===== src/hdl/gb7_pkg.sv =====
`default_nettype none

package gb7_pkg;

    localparam int MAX_WIDTH         = 1024;
    localparam int KERNEL_SIZE       = 7;
    localparam int TAP_FRACTION_BITS = 8;

    localparam int LINE_COUNT  = KERNEL_SIZE - 1;
    localparam int HALF_KERNEL = KERNEL_SIZE / 2;
    localparam int MAX_HEIGHT  = 1024;

    localparam int PIX_W     = 8;
    localparam int PIX_MAX   = 255;
    localparam int CFG_W     = 11;
    localparam int CFG_IDX_W = 1;
    localparam int OUT_W     = 10;
    localparam int ROW_CNT_W = $clog2(MAX_HEIGHT);
    localparam int COL_W     = $clog2(MAX_WIDTH);
    localparam int EFF_W     = (COL_W + 1 > CFG_W) ? COL_W + 1 : CFG_W;
    localparam int SLOT_W    = $clog2(LINE_COUNT);

    localparam int CFG_WIDTH_RST  = 640;
    localparam int CFG_HEIGHT_RST = 480;

    localparam int Q_DEPTH = 4;
    localparam int Q_PTR_W = $clog2(Q_DEPTH);
    localparam int Q_CNT_W = $clog2(Q_DEPTH + 1);
    localparam int LVL_W   = Q_CNT_W + 1;

    localparam int TAP_W = TAP_FRACTION_BITS;
    localparam int SHIFT = 2 * TAP_FRACTION_BITS;

    localparam int Q8_TAPS [KERNEL_SIZE] = '{3, 20, 61, 88, 61, 20, 3};

    typedef logic [TAP_W-1:0] t_tap_arr [KERNEL_SIZE];

    function automatic t_tap_arr tap_table();
        t_tap_arr t;
        longint   v;
        for (int k = 0; k < KERNEL_SIZE; k++) begin
            v    = ((longint'(Q8_TAPS[k]) <<< TAP_FRACTION_BITS) + 128) >>> 8;
            t[k] = TAP_W'(v);
        end
        return t;
    endfunction

    function automatic longint tap_sum();
        longint s;
        s = 0;
        for (int k = 0; k < KERNEL_SIZE; k++) begin
            s = s + (((longint'(Q8_TAPS[k]) <<< TAP_FRACTION_BITS) + 128) >>> 8);
        end
        return s;
    endfunction

    localparam t_tap_arr TAPS    = tap_table();
    localparam longint   TAP_SUM = tap_sum();
    localparam int ROW_SUM_W = $clog2(longint'(PIX_MAX) * TAP_SUM + 1);
    localparam int TOT_W     = $clog2(longint'(PIX_MAX) * TAP_SUM * TAP_SUM + 1);

    typedef enum logic [CFG_IDX_W-1:0] {
        CFG_FRAME_WIDTH  = 1'b0,
        CFG_FRAME_HEIGHT = 1'b1
    } t_cfg_reg;

    typedef struct packed {
        logic [KERNEL_SIZE-1:0][PIX_W-1:0] column;
        logic                              emit;
        logic [OUT_W-1:0]                  out_row;
        logic [OUT_W-1:0]                  out_col;
        logic                              frame_last;
    } t_col_beat;

    typedef struct packed {
        logic [Q_CNT_W-1:0] level;
        logic               not_empty;
    } t_queue_status;

endpackage

`default_nettype wire


===== src/hdl/gb7_back.sv =====
`default_nettype none

module gb7_back import gb7_pkg::*; (
    input  logic             i_clk,
    input  logic             i_rst_n,
    input  t_queue_status    i_q_status,
    input  t_col_beat        i_beat,
    output logic             o_pop,
    output logic             o_out_valid,
    input  logic             i_out_stall,
    output logic [PIX_W-1:0] o_blurred,
    output logic [OUT_W-1:0] o_out_row,
    output logic [OUT_W-1:0] o_out_col,
    output logic             o_frame_last
);

    logic [PIX_W-1:0]     r_win [KERNEL_SIZE][KERNEL_SIZE];
    logic [PIX_W-1:0]     n_win [KERNEL_SIZE][KERNEL_SIZE];
    logic [ROW_SUM_W-1:0] n_rowsum [KERNEL_SIZE];
    logic [TOT_W-1:0]     n_total;
    logic [TOT_W-1:0]     b_shift;
    logic [PIX_W-1:0]     n_blurred;
    logic                 advance;

    logic                 r_a_v;
    logic [ROW_SUM_W-1:0] r_a_rowsum [KERNEL_SIZE];
    logic [OUT_W-1:0]     r_a_row;
    logic [OUT_W-1:0]     r_a_col;
    logic                 r_a_last;

    logic                 r_b_v;
    logic [TOT_W-1:0]     r_b_total;
    logic [OUT_W-1:0]     r_b_row;
    logic [OUT_W-1:0]     r_b_col;
    logic                 r_b_last;

    logic                 r_out_v;
    logic [PIX_W-1:0]     r_out_blurred;
    logic [OUT_W-1:0]     r_out_row;
    logic [OUT_W-1:0]     r_out_col;
    logic                 r_out_last;

    assign advance = !r_out_v || !i_out_stall;
    assign o_pop   = advance && i_q_status.not_empty;

    // shift window left, new column enters on the right
    always_comb begin
        for (int r = 0; r < KERNEL_SIZE; r++) begin
            for (int c = 0; c < KERNEL_SIZE - 1; c++) begin
                n_win[r][c] = r_win[r][c+1];
            end
            n_win[r][KERNEL_SIZE-1] = i_beat.column[r];
        end
    end

    always_comb begin
        for (int r = 0; r < KERNEL_SIZE; r++) begin
            n_rowsum[r] = '0;
            for (int c = 0; c < KERNEL_SIZE; c++) begin
                n_rowsum[r] = n_rowsum[r] + ROW_SUM_W'(TAPS[c]) * ROW_SUM_W'(n_win[r][c]);
            end
        end
    end

    always_comb begin
        n_total = '0;
        for (int r = 0; r < KERNEL_SIZE; r++) begin
            n_total = n_total + TOT_W'(TAPS[r]) * TOT_W'(r_a_rowsum[r]);
        end
    end

    always_comb begin
        b_shift   = r_b_total >> SHIFT;
        n_blurred = (b_shift > TOT_W'(PIX_MAX)) ? PIX_W'(PIX_MAX) : b_shift[PIX_W-1:0];
    end

    always_ff @(posedge i_clk) begin
        if (!i_rst_n) begin
            r_a_v   <= 1'b0;
            r_b_v   <= 1'b0;
            r_out_v <= 1'b0;
            for (int r = 0; r < KERNEL_SIZE; r++) begin
                for (int c = 0; c < KERNEL_SIZE; c++) begin
                    r_win[r][c] <= '0;
                end
            end
        end else if (advance) begin
            r_a_v   <= o_pop && i_beat.emit;
            r_b_v   <= r_a_v;
            r_out_v <= r_b_v;
            if (o_pop) begin
                r_win <= n_win;
            end
        end
    end

    always_ff @(posedge i_clk) begin
        if (advance) begin
            r_a_rowsum    <= n_rowsum;
            r_a_row       <= i_beat.out_row;
            r_a_col       <= i_beat.out_col;
            r_a_last      <= i_beat.frame_last;
            r_b_total     <= n_total;
            r_b_row       <= r_a_row;
            r_b_col       <= r_a_col;
            r_b_last      <= r_a_last;
            r_out_blurred <= n_blurred;
            r_out_row     <= r_b_row;
            r_out_col     <= r_b_col;
            r_out_last    <= r_b_last;
        end
    end

    assign o_out_valid  = r_out_v;
    assign o_blurred    = r_out_blurred;
    assign o_out_row    = r_out_row;
    assign o_out_col    = r_out_col;
    assign o_frame_last = r_out_last;

endmodule

`default_nettype wire


===== config.mk =====
export PLATFORM = sky130hd
export DESIGN_NAME = gb7_back
export DESIGN_NICKNAME = d
export VERILOG_FILES = /design/src/hdl/gb7_pkg.sv /design/src/hdl/gb7_back.sv
export SDC_FILE = /design/constraint.sdc
export NUM_CORES = 2
export LEC_CHECK = 0
export BUFFER_PORTS_ARGS = -buffer_cell sky130_fd_sc_hd__buf_4
export CAP_MARGIN = 0
export CORE_MARGIN = 4
export CORE_UTILIZATION = 32
export CTS_CLUSTER_DIAMETER = 200
export CTS_CLUSTER_SIZE = 28
export DETAILED_ROUTE_END_ITERATION = 12
export GPL_TIMING_DRIVEN = 0
export PLACE_DENSITY_LB_ADDON = 0.1
export SKIP_LAST_GASP = 1
export SYNTH_ARGS = -nofsm -noshare
export SYNTH_HDL_FRONTEND = slang
export SYNTH_SLANG_ARGS = --single-unit

===== constraint.sdc =====
create_clock -name i_clk -period 6.7 [get_ports i_clk]
set_clock_uncertainty 0.15 [all_clocks]
set_input_delay 0 -clock i_clk [delete_from_list [all_inputs] [get_ports i_clk]]
set_output_delay 0 -clock i_clk [all_outputs]
set_load 0.05 [all_outputs]

# Yosys cells after proc, flatten, opt, wreduce, memory -nomap -nowiden
# Cells that the tools add are included.
# Widths: inputs -> output; s select.
# op_classes
addsub	48
magnitude_cmp	1
multipliers	56
n_reduce_logical	6
# ops
operator	n
$mul 6x8->14 const A	14
$mul 3x8->11 const A	14
$mul 2x8->10 const A	14
$add 15x15->16	7
$add 16x10->16	7
$add 16x13->16	7
$add 16x14->16	7
$add 14x14->15	7
$add 10x13->14	7
$mul 4x8->12 const A	7
$mul 6x16->22 const A	2
$mul 3x16->19 const A	2
$mul 2x16->18 const A	2
$add 23x23->24	1
$add 24x18->24	1
$add 24x21->24	1
$add 24x22->24	1
$add 22x22->23	1
$add 18x21->22	1
$mul 4x16->20 const A	1
$gt 8x8->1 const B	1
$logic_and 1x1->1	2
$logic_not 1->1	2
$reduce_and 2->1	1
$logic_or 1x1->1	1
# totals
in_bits	85
reg_bits	546
wordCells	174

# Longest topological paths before layout
# logic_depth
word_depth	7
ltp_mapped	30
depth_no_buf	29

# Worst setup path after synthesis
# OpenSTA, ideal clock, no wires.
# synth_timing
path_type	reg-to-reg
start	register r_a_rowsum[49] (netlist name)
end	register r_b_total[23], data pin
setup_slack_ps	-690
setup_time_ps	260
synth_period_minus_slack_ps	7390
arrival_ps	6981
n_path_buf	0
path_stages_with_launch	28
path_cell_list	edfxtp_1 ha_1 fa_1 ha_1 nor2b_1 o21ai_1 a21boi_1 o211ai_1 o21ai_0 xor2_1 fa_1 inv_1 fa_1 fa_1 inv_1 fa_1 inv_1 fa_1 inv_1 fa_1 ha_1 a21oi_2 o21ai_1 or3_1 o22a_2 a41o_1 a31oi_1 xnor2_1
# synth_via
elab_chain_len	5
# synth_rtl
element	line	rtl
from (decl)	gb7_back.sv:26	logic [ROW_SUM_W-1:0] r_a_rowsum [KERNEL_SIZE];
from (signal assigned)	gb7_back.sv:99	r_a_rowsum <= n_rowsum;
$mul 4x16->20	gb7_back.sv:68	n_total = n_total + TOT_W'(TAPS[r]) * TOT_W'(r_a_rowsum[r]);
$add 23x23->24	gb7_back.sv:68	
$add 24x22->24	gb7_back.sv:68	
$add 24x21->24	gb7_back.sv:68	
$add 24x18->24	gb7_back.sv:68	
net n_total[23]	gb7_back.sv:20	logic [TOT_W-1:0] n_total;
to (signal assigned)	gb7_back.sv:103	r_b_total <= n_total;
to (decl)	gb7_back.sv:32	logic [TOT_W-1:0] r_b_total;
# The timed path passes the listed nets, and every way through them passes these cells.
# A chain may end at the register's enable or synchronous reset.

# Worst setup path in the final report
# Ends and elaborated chain as after synthesis.

==> load_flow_metrics.sql <==
INSERT INTO impl_metrics (metric_group, metric, value, unit) VALUES
('sta', 'timing.final.ws_setup', '-1050', 'ps'),
('cts', 'clkSinkCount', '530', ''),
('sta', 'final_max_slew_viol_count', '0', ''),
('worst_setup_path', 'timing.reg2reg.setup_slack', '-1050', 'ps'),
('global_routing', 'grt.busiest_layer', 'met2', ''),
('cts', 'clock_tree.htree_level_count', '1', ''),
('global_routing', 'antenna_found_initial', '10', ''),
('logic_synthesis', 'synth-main-ff-cell', 'sky130_fd_sc_hd__dfxtp_1', ''),
('cts', 'cts_buffer_depth', '3', ''),
('worst_setup_path', 'worst_setup_path_endpoint', 'r_b_total[23]', ''),
('cts', 'clkTransAtPathRegs', '130', 'ps'),
('die', 'die_h', '462', 'microns'),
('logic_synthesis', 'ys_async_sr_fraction', '0', ''),
('sta', 'max_freq', '129', 'MHz'),
('die', 'floorplan.die_area', '213000', 'sq um'),
('worst_setup_path', 'regToRegStartpoint', 'r_a_rowsum[49]', ''),
('logic_synthesis', 'synth_top_cells_by_area', 'sky130_fd_sc_hd__fa_1 34%, sky130_fd_sc_hd__ha_1 19%, sky130_fd_sc_hd__dfxtp_1 10%, sky130_fd_sc_hd__inv_1 9.0%, sky130_fd_sc_hd__edfxtp_1 8.7%', ''),
('die', 'chipWidth', '462', 'microns'),
('route', 'routed_wl', '168000', 'microns'),
('worst_setup_path', 'critical_path_class', 'flip-flop to flip-flop', ''),
('worst_setup_path', 'timing.critical_path.required', '6940', 'ps'),
('cts', 'clockRootBuffer', 'sky130_fd_sc_hd__clkbuf_16', ''),
('logic_synthesis', 'synth_area_leader_cell', 'sky130_fd_sc_hd__fa_1', ''),
('sta', 'setup_violations', '9', ''),
('route', 'wl_per_cell', '17.8', 'microns'),
('run', 'max-cap-violations', '1', ''),
('final_layout', 'post_route_cells_drive_above_1_share', '0.0730', ''),
('die', 'initial_utilization', '0.322', ''),
('route', 'drt_first_pass_iters', '5', ''),
('worst_setup_path', 'setup.worst_path.end_class', 'flip-flop', ''),
('worst_setup_path', 'crit_path_start', 'r_a_rowsum[49]', ''),
('logic_synthesis', 'synth_top_cell_area_share', '0.340', ''),
('logic_synthesis', 'post_synth.cell_area_avg', '10.3', 'sq um'),
('global_routing', 'wire_length_of_the_first_global_routing_pass', '268000', 'microns'),
('global_routing', 'first_global_vias', '44800', ''),
('placement', 'pre_cts_slack', '-1490', 'ps'),
('logic_synthesis', 'ys_top_cells_by_count', '1579 x sky130_fd_sc_hd__inv_1, 1119 x sky130_fd_sc_hd__fa_1, 1013 x sky130_fd_sc_hd__ha_1', ''),
('logic_synthesis', 'synth_enable_flop_cells', '191', ''),
('cts', 'insertion_delay', '680', 'ps'),
('logic_synthesis', 'synth-warning-count', '0', ''),
('sta', 'final-hold-violation-count', '0', ''),
('worst_setup_path', 'cp-start-kind', 'flip-flop', ''),
('cts', 'cts_inserted_buffers', '23', ''),
('sta', 'worst_hold_slack', '42.7', 'ps'),
('final_layout', 'layout.filler_cells', '20700', ''),
('global_routing', 'grt.total_usage', '0.163', ''),
('die', 'std_cell_rows', '166', ''),
('global_routing', 'grt_max_degree', '61', ''),
('logic_synthesis', 'count_of_state_elements_after_synthesis', '530', ''),
('route', 'num_vias', '41900', ''),
('logic_synthesis', 'synth_cells', '6415', ''),
('placement', 'io_buffer_count', '111', ''),
('worst_setup_path', 'cp.arrival', '7980', 'ps'),
('worst_setup_path', 'critical_path.max_fanout', '4', ''),
('route', 'drcViolationCount', '0', ''),
('route', 'route.antenna.remaining_nets', '0', ''),
('cts', 'tritoncts', 'yes', ''),
('final_layout', 'utilization', '0.363', ''),
('logic_synthesis', 'synth_cell_types', '67', ''),
('run_status', 'run_status', 'complete, but fails checks', ''),
('global_routing', 'grtUsageMet3', '0.00964', ''),
('placement', 'gpl.final_weighted_congestion', '0.802', ''),
('worst_setup_path', 'reg2reg_depth', '27', ''),
('logic_synthesis', 'mappedNetlistNets', '8632', ''),
('global_routing', 'grtUsageMet2', '0.273', ''),
('run_status', 'failed_checks', 'capacitance limit, setup timing', ''),
('sta', 'relSlewSlack', '0.00642', ''),
('final_layout', 'syn_to_final_growth', '12.8', '%'),
('route', 'via_per_inst', '4.42', ''),
('logic_synthesis', 'synthesis.area', '65900', 'sq um'),
('global_routing', 'global_route.usage.met1', '0.238', '');
-- critical path, stage by stage (launching register included) --
cell                       delay (ps)
sky130_fd_sc_hd__edfxtp_1         400
sky130_fd_sc_hd__buf_6            150
sky130_fd_sc_hd__ha_4             240
sky130_fd_sc_hd__fa_1             560
sky130_fd_sc_hd__ha_4             230
sky130_fd_sc_hd__nor2b_4          130
sky130_fd_sc_hd__o21ai_4          130
sky130_fd_sc_hd__a21boi_2          80
sky130_fd_sc_hd__o211ai_1         250
sky130_fd_sc_hd__nand2_1          110
sky130_fd_sc_hd__a21oi_2          200
sky130_fd_sc_hd__xnor2_2          150
sky130_fd_sc_hd__fa_1             440
sky130_fd_sc_hd__inv_1             80
sky130_fd_sc_hd__fa_2             460
sky130_fd_sc_hd__fa_2             420
sky130_fd_sc_hd__fa_1             560
sky130_fd_sc_hd__fa_1             440
sky130_fd_sc_hd__fa_1             530
sky130_fd_sc_hd__inv_2             60
sky130_fd_sc_hd__ha_4             230
sky130_fd_sc_hd__a21oi_2          180
sky130_fd_sc_hd__o21ai_2           80
sky130_fd_sc_hd__or3_1            350
sky130_fd_sc_hd__o22a_2           220
sky130_fd_sc_hd__a41o_1           220
sky130_fd_sc_hd__a31oi_2          220
sky130_fd_sc_hd__xnor2_2          170
-- per-stage QoR --
step | TNS [ps] | cell area, sq um | cells
2_1_floorplan | -2270 | 66000 | 6415
3_3_place_gp | -1882610 | 70200 | 9214
3_5_place_dp | -13730 | 70300 | 9217
4_1_cts | -7560 | 73400 | 9436
5_1_grt | -9620 | 74400 | 9469
6_report | -7240 | 74400 | 9471
-- registers in the layout, summed over array words and instances, names as in the netlist --
signal,cells
n_win,336
o_blurred,8
o_frame_last,1
o_out_col,10
o_out_row,10
o_out_valid,1
r_a_col,10
r_a_last,1
r_a_row,10
r_a_rowsum,112
r_a_v,1
r_b_col,10
r_b_last,1
r_b_row,10
r_b_total,8
r_b_v,1
-- layout by cell type (no fill, tap or decap), drive strengths merged, types with 17 or more instances in the layout --
| cell | synthesis | layout |
|---|---|---|
| a21boi | 339 | 339 |
| a21o | 80 | 80 |
| a21oi | 203 | 203 |
| buf | 16 | 192 |
| clkbuf | 101 | 132 |
| dfxtp | 339 | 339 |
| dlygate4sd3 | 0 | 154 |
| edfxtp | 191 | 191 |
| fa | 1119 | 1119 |
| ha | 1013 | 1013 |
| inv | 1579 | 1580 |
| nand2 | 738 | 738 |
| nand3 | 30 | 30 |
| nor2 | 73 | 73 |
| nor2b | 28 | 28 |
| nor3 | 17 | 17 |
| o21a | 27 | 27 |
| o21ai | 69 | 69 |
| o21bai | 56 | 56 |
| xnor2 | 192 | 192 |
| xor2 | 73 | 73 |
-- routing by layer --
layer  vias to the layer above  wire length [microns]  share of wire
met1                     20900                  84000           0.50
met2                       283                  79700           0.47
li1                      20600                      -              -
met5                         -                      0              0
met4                         0                   1790          0.011
met3                        62                   2960          0.018
-- what timing repair did --
action / 4_1_cts / 5_1_grt
endpoints found under the hold margin: 121 / 0
gates resized for setup: 126 / 173
setup buffers: 29 / 33
pin swaps: 68 / 116
setup endpoints to repair: 29 / 35
hold buffers: 154 / 0
-- layout make-up --
type                       count  area [sq um]  area share
timing repair buffer         330          2940      0.0395
antenna                        3          7.51    0.000101
sequential                   530         12600       0.170
tap                         2688          3360      0.0452
buffer                       115           460     0.00619
inverter                    1580          5930      0.0797
clock inverter                 4          55.1    0.000740
multi-input combinational   4188         48400       0.650
clock buffer                  33           654     0.00880
-- how the worst min path moves through the flow --
stage               slack (ps)       start  depth (start not counted)         end
floorplan                  -50   i_beat[1]                          0  r_a_col[0]
global placement            30   i_beat[1]                          1  r_a_col[0]
detailed placement          30  i_beat[14]                          1  r_a_row[3]
CTS                          1  i_beat[41]                          4  n_win[235]
global route                40  i_beat[39]                          4  n_win[233]
finish                      40     i_rst_n                          3  n_win[167]
-- logic make-up after synthesis --
logic type | Yosys count | share of synthesized area
AO/OA/AOI/OAI | 840 | 0.0867
XOR/XNOR | 265 | 0.0352
adder cells (fa/ha/maj) | 2132 | 0.532
buffers and inverters | 1697 | 0.0969
flip-flops | 530 | 0.190
multiplexers | 2 | 0.000304
AND/OR/NAND/NOR | 949 | 0.0589
Power is not shown: default switching activity piles up to over one toggle a cycle in this logic, so the estimate is an artifact.
