$ cat src/hdl/gb7_pkg.sv
`default_nettype none

package gb7_pkg;

    localparam int MAX_WIDTH         = 1024;
    localparam int KERNEL_SIZE       = 7;
    localparam int TAP_FRACTION_BITS = 8;

    localparam int LINE_COUNT  = KERNEL_SIZE - 1;
    localparam int HALF_KERNEL = KERNEL_SIZE / 2;
    localparam int MAX_HEIGHT  = 1024;

    localparam int PIX_W     = 8;
    localparam int PIX_MAX   = 255;
    localparam int CFG_W     = 11;
    localparam int CFG_IDX_W = 1;
    localparam int OUT_W     = 10;
    localparam int ROW_CNT_W = $clog2(MAX_HEIGHT);
    localparam int COL_W     = $clog2(MAX_WIDTH);
    localparam int EFF_W     = (COL_W + 1 > CFG_W) ? COL_W + 1 : CFG_W;
    localparam int SLOT_W    = $clog2(LINE_COUNT);

    localparam int CFG_WIDTH_RST  = 640;
    localparam int CFG_HEIGHT_RST = 480;

    localparam int Q_DEPTH = 4;
    localparam int Q_PTR_W = $clog2(Q_DEPTH);
    localparam int Q_CNT_W = $clog2(Q_DEPTH + 1);
    localparam int LVL_W   = Q_CNT_W + 1;

    localparam int TAP_W = TAP_FRACTION_BITS;
    localparam int SHIFT = 2 * TAP_FRACTION_BITS;

    localparam int Q8_TAPS [KERNEL_SIZE] = '{3, 20, 61, 88, 61, 20, 3};

    typedef logic [TAP_W-1:0] t_tap_arr [KERNEL_SIZE];

    function automatic t_tap_arr tap_table();
        t_tap_arr t;
        longint   v;
        for (int k = 0; k < KERNEL_SIZE; k++) begin
            v    = ((longint'(Q8_TAPS[k]) <<< TAP_FRACTION_BITS) + 128) >>> 8;
            t[k] = TAP_W'(v);
        end
        return t;
    endfunction

    function automatic longint tap_sum();
        longint s;
        s = 0;
        for (int k = 0; k < KERNEL_SIZE; k++) begin
            s = s + (((longint'(Q8_TAPS[k]) <<< TAP_FRACTION_BITS) + 128) >>> 8);
        end
        return s;
    endfunction

    localparam t_tap_arr TAPS    = tap_table();
    localparam longint   TAP_SUM = tap_sum();
    localparam int ROW_SUM_W = $clog2(longint'(PIX_MAX) * TAP_SUM + 1);
    localparam int TOT_W     = $clog2(longint'(PIX_MAX) * TAP_SUM * TAP_SUM + 1);

    typedef enum logic [CFG_IDX_W-1:0] {
        CFG_FRAME_WIDTH  = 1'b0,
        CFG_FRAME_HEIGHT = 1'b1
    } t_cfg_reg;

    typedef struct packed {
        logic [KERNEL_SIZE-1:0][PIX_W-1:0] column;
        logic                              emit;
        logic [OUT_W-1:0]                  out_row;
        logic [OUT_W-1:0]                  out_col;
        logic                              frame_last;
    } t_col_beat;

    typedef struct packed {
        logic [Q_CNT_W-1:0] level;
        logic               not_empty;
    } t_queue_status;

endpackage

`default_nettype wire

$ cat src/hdl/gb7_queue.sv
`default_nettype none

module gb7_queue import gb7_pkg::*; (
    input  logic          i_clk,
    input  logic          i_rst_n,
    input  logic          i_push,
    input  t_col_beat     i_beat,
    input  logic          i_pop,
    output t_col_beat     o_beat,
    output t_queue_status o_status
);

    t_col_beat          r_q_mem [Q_DEPTH];
    logic [Q_PTR_W-1:0] r_wr_ptr;
    logic [Q_PTR_W-1:0] r_rd_ptr;
    logic [Q_CNT_W-1:0] r_count;
    logic [Q_PTR_W-1:0] n_wr_ptr;
    logic [Q_PTR_W-1:0] n_rd_ptr;

    assign n_wr_ptr = (r_wr_ptr == Q_PTR_W'(Q_DEPTH - 1)) ? '0 : r_wr_ptr + Q_PTR_W'(1);
    assign n_rd_ptr = (r_rd_ptr == Q_PTR_W'(Q_DEPTH - 1)) ? '0 : r_rd_ptr + Q_PTR_W'(1);

    always_ff @(posedge i_clk) begin
        if (!i_rst_n) begin
            r_wr_ptr <= '0;
            r_rd_ptr <= '0;
            r_count  <= '0;
        end else begin
            if (i_push) begin
                r_wr_ptr <= n_wr_ptr;
            end
            if (i_pop) begin
                r_rd_ptr <= n_rd_ptr;
            end
            if (i_push && !i_pop) begin
                r_count <= r_count + Q_CNT_W'(1);
            end else if (!i_push && i_pop) begin
                r_count <= r_count - Q_CNT_W'(1);
            end
        end
    end

    always_ff @(posedge i_clk) begin
        if (i_push) begin
            r_q_mem[r_wr_ptr] <= i_beat;
        end
    end

    assign o_beat             = r_q_mem[r_rd_ptr];
    assign o_status.level     = r_count;
    assign o_status.not_empty = (r_count != '0);

endmodule

`default_nettype wire

$ cat config.mk
export PLATFORM = sky130hd
export DESIGN_NAME = gb7_queue
export DESIGN_NICKNAME = d
export VERILOG_FILES = /design/src/hdl/gb7_pkg.sv /design/src/hdl/gb7_queue.sv
export SDC_FILE = /design/constraint.sdc
export NUM_CORES = 1
export LEC_CHECK = 0
export ABC_CLOCK_PERIOD_IN_PS = 2620
export BUFFER_PORTS_ARGS = -buffer_cell sky130_fd_sc_hd__buf_2
export CORE_MARGIN = 3
export CORE_UTILIZATION = 51
export DETAILED_ROUTE_END_ITERATION = 16
export GPL_TIMING_DRIVEN = 0
export PLACE_DENSITY = 0.75
export SYNTH_ARGS = -nofsm -noshare
export SYNTH_HDL_FRONTEND = slang
export SYNTH_SLANG_ARGS = --single-unit
$ cat constraint.sdc
create_clock -name i_clk -period 2.62 [get_ports i_clk]
set_clock_uncertainty 0.05 [all_clocks]
set_input_delay 0.262 -clock i_clk [delete_from_list [all_inputs] [get_ports i_clk]]
set_output_delay 0.262 -clock i_clk [all_outputs]
set_load 0.02 [all_outputs]
Word level (Yosys, flattened, before mapping). Memory sizes are Yosys's and may differ from the RTL's. A register that Yosys moved wholly into a read port is not among the register bits. Index checks and enable logic that the tools add are counted. W data, S select, Z words.

Memories kept: 1. RAM bits: 312. Register bits: 7. Logic and storage cells: 24. Input port bits: 82.

Memory list: r_q_mem (depth 4, width 78, read ports 1, clocked after memory_dff 1, write ports 1, RTL line gb7_queue.sv:13) `t_col_beat r_q_mem [Q_DEPTH];`.

Multiplexer cells: 8. Equal/unequal tests: 2. $add $sub $neg: 4. Reduce and logical (&&, ||, !) cells: 6.

Operators by type and width (count): $mux W2 (4); $mux W3 (2); $add A2 B1 Y2 const B (2); $eq A2 B2 Y1 const B (2); $add A3 B1 Y3 const B (1); $reduce_bool A3 Y1 (1); $sub A3 B1 Y3 const B (1); $logic_and A1 B1 Y1 (2); $logic_not A1 Y1 (2); $mux W1 (2); $reduce_bool A2 Y1 (1).

Depth between registers and ports, before layout. Gate-level depths: netlist of the first run.

Word-level depth: 4. Mapped depth: 7.

Least setup slack after synthesis of the first run. OpenSTA, ideal clock, no wires.

Path kind: reg-to-reg. Start: register r_wr_ptr[0]. End: memory r_q_mem[3][0] in the netlist's numbering (enable). Data required time: 2.126 ns. Data arrival time: 2.366 ns. Clock period less this slack: 2.861 ns. Setup slack: -0.241 ns. Cell stages (with the launch flop): 3. Cells stage by stage: dfxtp_1 > ha_1 > and2_1.

RTL lines: from (decl) (RTL line gb7_queue.sv:14) `logic [Q_PTR_W-1:0] r_wr_ptr;`; from (signal assigned) (RTL line gb7_queue.sv:30) `r_wr_ptr <= n_wr_ptr;`; to (decl) (RTL line gb7_queue.sv:13).

Straight into the memory's write port.

==> results.json, run 1 <==
{
  "outcome": "finished clean",
  "yosysSeqAreaShare_pct": 81.4,
  "cts_buffers": 34,
  "detailroute.via_count": 5638,
  "combinationalPowerShare_pct": 10.3,
  "track_usage_pct": 17.9,
  "holdCritPathClass": "primary input to flop",
  "post_cts_resize_count": 0,
  "timing_hold_violations_final": 0,
  "actual_transition_at_the_worst_max_transition_pin_ps": 690,
  "cts_buffer_depth": 3,
  "finish.net_count": 822,
  "vdd.ir_drop.worst_mv": 0.607,
  "first_pass_iters": 5,
  "seqPwrFrac_pct": 50.2,
  "postSynthCellCount": 451,
  "globalRouteOverflowTotal": 0,
  "setup_slack_ps": 155,
  "post_synth_num_cell_types": 22,
  "synth-seq-cells": 321,
  "path_delay_family": "buffers and inverters",
  "clockPowerShare_pct": 39.5,
  "drtIter0Drc": 312,
  "clock_insertion_delay_worst_skew_ps": 500,
  "drt_wl_total_um": 21700,
  "worstSetupStartpointType": "flop",
  "max_slew_margin_pct": 54.0,
  "total_internal_power_uw": 9310,
  "maxSlewViolCount": 0,
  "critical_path.reg2reg.startpoint": "r_wr_ptr[0]$_SDFFE_PN0P_",
  "preCtsSetupSlack_ps": 602,
  "ctsHoldBuffers": 79,
  "dpl.hpwl_um": 12900,
  "p_leak_uw": 0.00515,
  "post_drt_via_cell_ratio": 5.44,
  "worst-endpoint-required_ps": 2310,
  "drcViolationCount": 0,
  "worst_path_largest_cell_delay_ps": 560,
  "initial_core_util_pct": 52.7,
  "timing.critical_path.arrival_ps": 2150,
  "worstReg2RegEnd": "r_q_mem[2][2]$_DFFE_PP_",
  "timing.critical_path.to": "o_beat[32]",
  "max_clock_freq_mhz": 406,
  "mappedNetlistArea_mm2": 0.0117,
  "setup_violating_endpoint_count_in_the_final_report": 0,
  "floorplan.die.width_um": 158,
  "power.switching_fraction_pct": 21.4,
  "switchingPower_uw": 2540,
  "mappedNetlistNets": 540,
  "first_global_vias": 6214,
  "routed_wire_length_per_instance_um": 21.0,
  "n_fill_cell": 1396,
  "critPathMaxFanout": 10,
  "crit_path_cell_trace": "buf_2 -> clkbuf_1 -> mux4_2 -> buf_2",
  "timing.final.crit_share_pct": 94.1,
  "fp_rows": 54,
  "die_h_um": 158,
  "r2r_slack_ps": 770,
  "post-cts-setup-buffer-count": 0,
  "path_depth": 4,
  "design_area_mm2": 0.0149,
  "cap_violations": 0,
  "power_per_cell_area_mw_per_mm2": 794,
  "fp.coreArea_mm2": 0.0222,
  "seqCellArea_mm2": 0.00955,
  "grt_antenna_before_repair": 1,
  "cts_htree_levels": 2,
  "gp_congestion": 0.720,
  "syn_to_final_growth_pct": 27.2,
  "postSynthAreaPerCell_um2": 26.0,
  "ant_nets": 0,
  "die_area_mm2": 0.0248,
  "cts_tree": "done",
  "numClockSinks": 321,
  "multi_input_area_mm2": 0.00202,
  "worst_setup_hold_path_clk_slew_ps": 60,
  "worstSetupPathType": "flop to primary output",
  "synth.yosys.warnings": 0,
  "drive_gt1_share_pct": 40.8,
  "placed_cell_area_mm2": 0.0130,
  "critical_path.slowest_cell": "sky130_fd_sc_hd__clkbuf_1",
  "critical_path.endpoint_type": "primary output",
  "finalCriticalPeriod_ps": 2470,
  "worstRegToRegCells": 4,
  "largest_net_degree_at_the_start_of_global_routing": 53,
  "rsz0062_at_grt": "no",
  "timing.critical_path.buf_inv": 3,
  "grt_pass1_wl_um": 33700,
  "ioPinCount": 164,
  "most_frequent_cell_on_the_critical_path": "sky130_fd_sc_hd__buf_2",
  "ctsRootBufferMaster": "sky130_fd_sc_hd__clkbuf_16",
  "place.port_buffers": 163
}
[final cells by class]
cell class / instances / share of cell area (%)
antenna: 1 / 0.0168
buffer: 18 / 0.990
clock buffer: 46 / 6.78
clock inverter: 12 / 0.696
inverter: 4 / 0.101
multi-input combinational: 108 / 13.6
sequential: 321 / 64.0
tap: 280 / 2.35
timing repair buffer: 246 / 11.5
[cell usage in the layout (no fill, tap or decap), drive strengths merged]
cell type,count
edfxtp,312
buf,180
dlygate4sd3,79
mux4,78
clkbuf,51
dfxtp,9
clkinv,9
ha,6
nor2b,5
and2,5
inv,4
mux2i,4
or3,2
bufinv,2
diode,1
xnor2,1
nor2,1
nor3,1
o21a,1
xor2,1
o21ai,1
a21boi,1
fa,1
clkinvlp,1
[worst reg2reg max path, stage by stage (launching register included)]
cell and delay [ps]:
sky130_fd_sc_hd__dfxtp_1 360, sky130_fd_sc_hd__inv_1 110, sky130_fd_sc_hd__ha_1 150, sky130_fd_sc_hd__and2_4 510
sky130_fd_sc_hd__buf_16 340
[synthesized netlist by cell type, drive strengths merged]
| cell type | count | area share (%) |
|---|---|---|
| a21boi | 1 | 0.064 |
| and2 | 5 | 0.27 |
| buf | 13 | 1.1 |
| clkbuf | 5 | 0.16 |
| dfxtp | 9 | 1.5 |
| edfxtp | 312 | 80 |
| fa | 1 | 0.17 |
| ha | 6 | 0.64 |
| inv | 4 | 0.13 |
| mux2i | 4 | 0.34 |
| mux4 | 78 | 15 |
| nor2 | 1 | 0.032 |
| nor2b | 5 | 0.27 |
| nor3 | 1 | 0.043 |
| o21a | 1 | 0.064 |
| o21ai | 1 | 0.043 |
| or3 | 2 | 0.11 |
| xnor2 | 1 | 0.075 |
| xor2 | 1 | 0.075 |
[through the flow]
| stage | power (uW) | hold slack (ps) | TNS (ps) | utilization, % | cells |
|---|---|---|---|---|---|
| final | 11800 | 89.0 | 0 | 67.1 | 1036 |
| after global routing | 12300 | 105 | 0 | 67.1 | 1036 |
| after CTS | 12000 | 67.8 | 0 | 67.1 | 1035 |
| after detailed placement | 7190 | 429 | 0 | 58.5 | 898 |
| after global placement | 7130 | 421 | -28930 | 58.0 | 894 |
| after floorplan | 6750 | 311 | 0 | - | 451 |
[state kept, by name, summed over array words and instances (netlist names), named ones only]
| signal | cells |
|---|---|
| r_count | 3 |
| r_q_mem | 312 |
| r_rd_ptr | 2 |
| r_wr_ptr | 2 |
[routing by layer]
metal  share of wire [%]  wire (um)  global-route usage, %
met1                  39       8550                   22.7
met2                  51      11100                   30.9
met3                 6.8       1480                   4.13
met4                 2.7        580                   6.07
met5                   0          0                      0
[power by group through the flow]
stage          Sequential, uW  Clock [uW]  Combinational, uW
2_1_floorplan            6040           0                702
3_3_place_gp             6040           0               1090
3_5_place_dp             6050           0               1140
4_1_cts                  5940        4770               1240
5_1_grt                  5960        5010               1310
6_report                 5940        4680               1220
[how the worst min path moves through the flow]
stage,startpoint,to,depth (start not counted)
floorplan,i_beat[0],r_q_mem[0][0]$_DFFE_PP_,0
global placement,i_beat[67],r_q_mem[0][67]$_DFFE_PP_,1
detailed placement,i_beat[28],r_q_mem[2][28]$_DFFE_PP_,1
CTS,i_pop,r_rd_ptr[0]$_SDFFE_PN0P_,3
global route,i_pop,r_rd_ptr[0]$_SDFFE_PN0P_,3
finish,i_pop,r_rd_ptr[0]$_SDFFE_PN0P_,3
[cell families (layout without fill, tap and decap cells)]
kind of cell | Yosys count | after routing | share of synthesized area (%)
DFF | 321 | 321 | 81.4
muxes | 82 | 82 | 15.3
buffers and inverters | 22 | 326 | 1.39
and+or+nand+nor | 14 | 14 | 0.715
adders and majority gates | 7 | 7 | 0.811
AOI/OAI and AO/OA | 3 | 3 | 0.171
xor gates and xnor gates | 2 | 2 | 0.149
other | 0 | 1 | 0
Note: power is estimated with default switching activity, not from simulation.
==> inputs of run 2 (changes only) <==
CORE_UTILIZATION = 53   (was 51)
CTS_BUF_LIST = sky130_fd_sc_hd__clkbuf_2   (was not set)
PLACE_DENSITY = 0.78   (was 0.75)
==> results.json, run 2 (synthesis results as in run 1) <==
{
  "drt_wl_total_um": 22600,
  "drcViolationCount": 0,
  "first_pass_iters": 4,
  "die_area_mm2": 0.0239,
  "detailroute.via_count": 5902,
  "layout.cells.most_common_list": "312 x sky130_fd_sc_hd__edfxtp_1, 140 x sky130_fd_sc_hd__buf_2, 116 x sky130_fd_sc_hd__clkbuf_2, 81 x sky130_fd_sc_hd__dlygate4sd3_1, 78 x sky130_fd_sc_hd__mux4_2",
  "cts_tree": "done",
  "syn_to_final_growth_pct": 27.1,
  "worst_setup_hold_path_clk_slew_ps": 110,
  "die_h_um": 155,
  "path_delay_family": "buffers and inverters",
  "finish.net_count": 874,
  "drive_gt1_share_pct": 47.3,
  "worst_path_largest_cell_delay_ps": 520,
  "drtIter0Drc": 437,
  "worst-endpoint-required_ps": 2310,
  "ioPinCount": 164,
  "fin_cells": 1119,
  "dpl.hpwl_um": 13000,
  "numClockSinks": 321,
  "power_per_cell_area_mw_per_mm2": 717,
  "vdd.ir_drop.worst_mv": 0.473,
  "place_inst": 893,
  "critical_path.endpoint_type": "primary output",
  "postLayoutCoreUtil_pct": 69.8,
  "ant_nets": 0,
  "cap_violations": 0,
  "grt_pass1_wl_um": 34800,
  "post_drt_via_cell_ratio": 5.27,
  "timing.critical_path.buf_inv": 4,
  "largestRegisters": "r_q_mem (312), r_count (3)",
  "rsz0062_at_grt": "yes",
  "setup_violating_endpoint_count_in_the_final_report": 0,
  "r2r_slack_ps": 750,
  "timing.final.crit_share_pct": 98.2,
  "initial_core_util_pct": 54.9,
  "cts_buffer_depth": 3,
  "largest_net_degree_at_the_start_of_global_routing": 53,
  "commonest_non_fill_non_tap_cell_in_the_layout": "sky130_fd_sc_hd__edfxtp_1",
  "critical_path.slowest_cell": "sky130_fd_sc_hd__mux4_2",
  "cts_htree_levels": 3,
  "finalCriticalPeriod_ps": 2570,
  "timing_hold_violations_final": 0,
  "maxSlewViolCount": 0,
  "actual_transition_at_the_worst_max_transition_pin_ps": 482,
  "hold_slack_ps": 142,
  "clock_insertion_delay_worst_skew_ps": 790,
  "max_slew_margin_pct": 67.9,
  "p_leak_uw": 0.00532,
  "track_usage_pct": 19.0,
  "max_clock_freq_mhz": 389,
  "gp_congestion": 0.712,
  "largest_register_ffs": 312,
  "crit_path_cell_trace": "buf_8 -> buf_12 -> clkbuf_16 -> mux4_2 -> buf_6",
  "worstSetupPathType": "flop to primary output",
  "globalRouteOverflowTotal": 0,
  "ctsRootBufferMaster": "sky130_fd_sc_hd__clkbuf_2",
  "place.port_buffers": 163,
  "critPathMaxFanout": 8,
  "routed_wire_length_per_instance_um": 20.2,
  "fp.coreArea_mm2": 0.0214,
  "largest_register": "r_q_mem",
  "cts_buffers": 78,
  "floorplan.die.width_um": 155,
  "holdCritPathClass": "primary input to flop",
  "worstSetupStartpointType": "flop",
  "fp_rows": 53,
  "first_global_vias": 6588,
  "timing.critical_path.arrival_ps": 2260,
  "outcome": "finished clean",
  "grt_antenna_before_repair": 1
}
[run 2: changes by cell type in the layout (fill, tap and decap cells not counted), moves of 3 or more]
cell	previous run	this run
sky130_fd_sc_hd__buf_4	5	2
sky130_fd_sc_hd__buf_2	167	140
sky130_fd_sc_hd__clkbuf_16	38	2
sky130_fd_sc_hd__clkbuf_2	0	116
sky130_fd_sc_hd__clkbuf_4	0	3
sky130_fd_sc_hd__buf_6	1	36
sky130_fd_sc_hd__clkinv_1	7	13
sky130_fd_sc_hd__clkbuf_1	10	0
sky130_fd_sc_hd__clkbuf_8	3	0
[run 2: worst paths after layout]
path | start | end | cells after the start
worst min register to register | r_count[2]$_SDFFE_PN0P_ | r_count[2]$_SDFFE_PN0P_ | 2
worst max register to register | r_wr_ptr[0]$_SDFFE_PN0P_ | r_q_mem[2][17]$_DFFE_PP_ | 4
worst max-delay path | flop | o_beat[60] | 5
worst min-delay path | i_beat[64] | r_q_mem[0][64]$_DFFE_PP_ | 2
[run 2: layout make-up]
cell class                      instances  area (um2)
Antenna cell                            2        5.00
Buffer                                 18         203
Clock buffer                          116         581
Clock inverter                         21         190
Fill cell                            1368        6450
Inverter                                4        15.0
Multi-Input combinational cell        108        2020
Sequential cell                       321        9550
Tap cell                              275         344
Timing Repair Buffer                  254        1990
[run 2: repair_timing]
action / CTS / global route
hold buffers: 81 / 0
setup endpoints to repair: 70 / 76
endpoints found under the hold margin: 322 / 0
cloned: 0 / 2
buffers inserted: 4 / 0
gates resized for setup: 14 / 65
[run 2: where the power goes]
group | leakage (uW) | total [uW] | switching (uW) | internal (uW)
Combinational | 0.00181 | 1340 | 703 | 633
Clock | 0.000575 | 3410 | 1840 | 1570
Sequential | 0.00294 | 5930 | 62.1 | 5870
Total | 0.00532 | 10700 | 2600 | 8070
[run 2: metrics by stage]
stage	power (uW)	setup TNS (ps)	setup WS [ps]	cell area, um2
after floorplan	6750	0	610	11700
after global placement	7130	-16430	-72.1	12900
after detailed placement	7190	0	621	13000
after CTS	10700	-1100	-49.5	14700
after global routing	11200	-2020	-90.4	14900
final	10700	0	47.7	14900
[run 2: per-layer routing]
metal | vias up | share of wire [%] | routed length [um] | global-route usage [%]
met5 | - | 0 | 0 | 0
met4 | 0 | 2.4 | 532 | 8.16
met3 | 42 | 5.6 | 1260 | 4.92
met2 | 199 | 53 | 12100 | 32.1
met1 | 3002 | 39 | 8750 | 23.4
li1 | 2659 | - | - | -
[run 2: worst reg2reg max path: cells and delay by family (launching register included)]
kind / cells / cell delay [ps]
fa+ha+maj: 1 / 160
buf+inv: 2 / 420
flops: 1 / 360
simple gates: 1 / 440
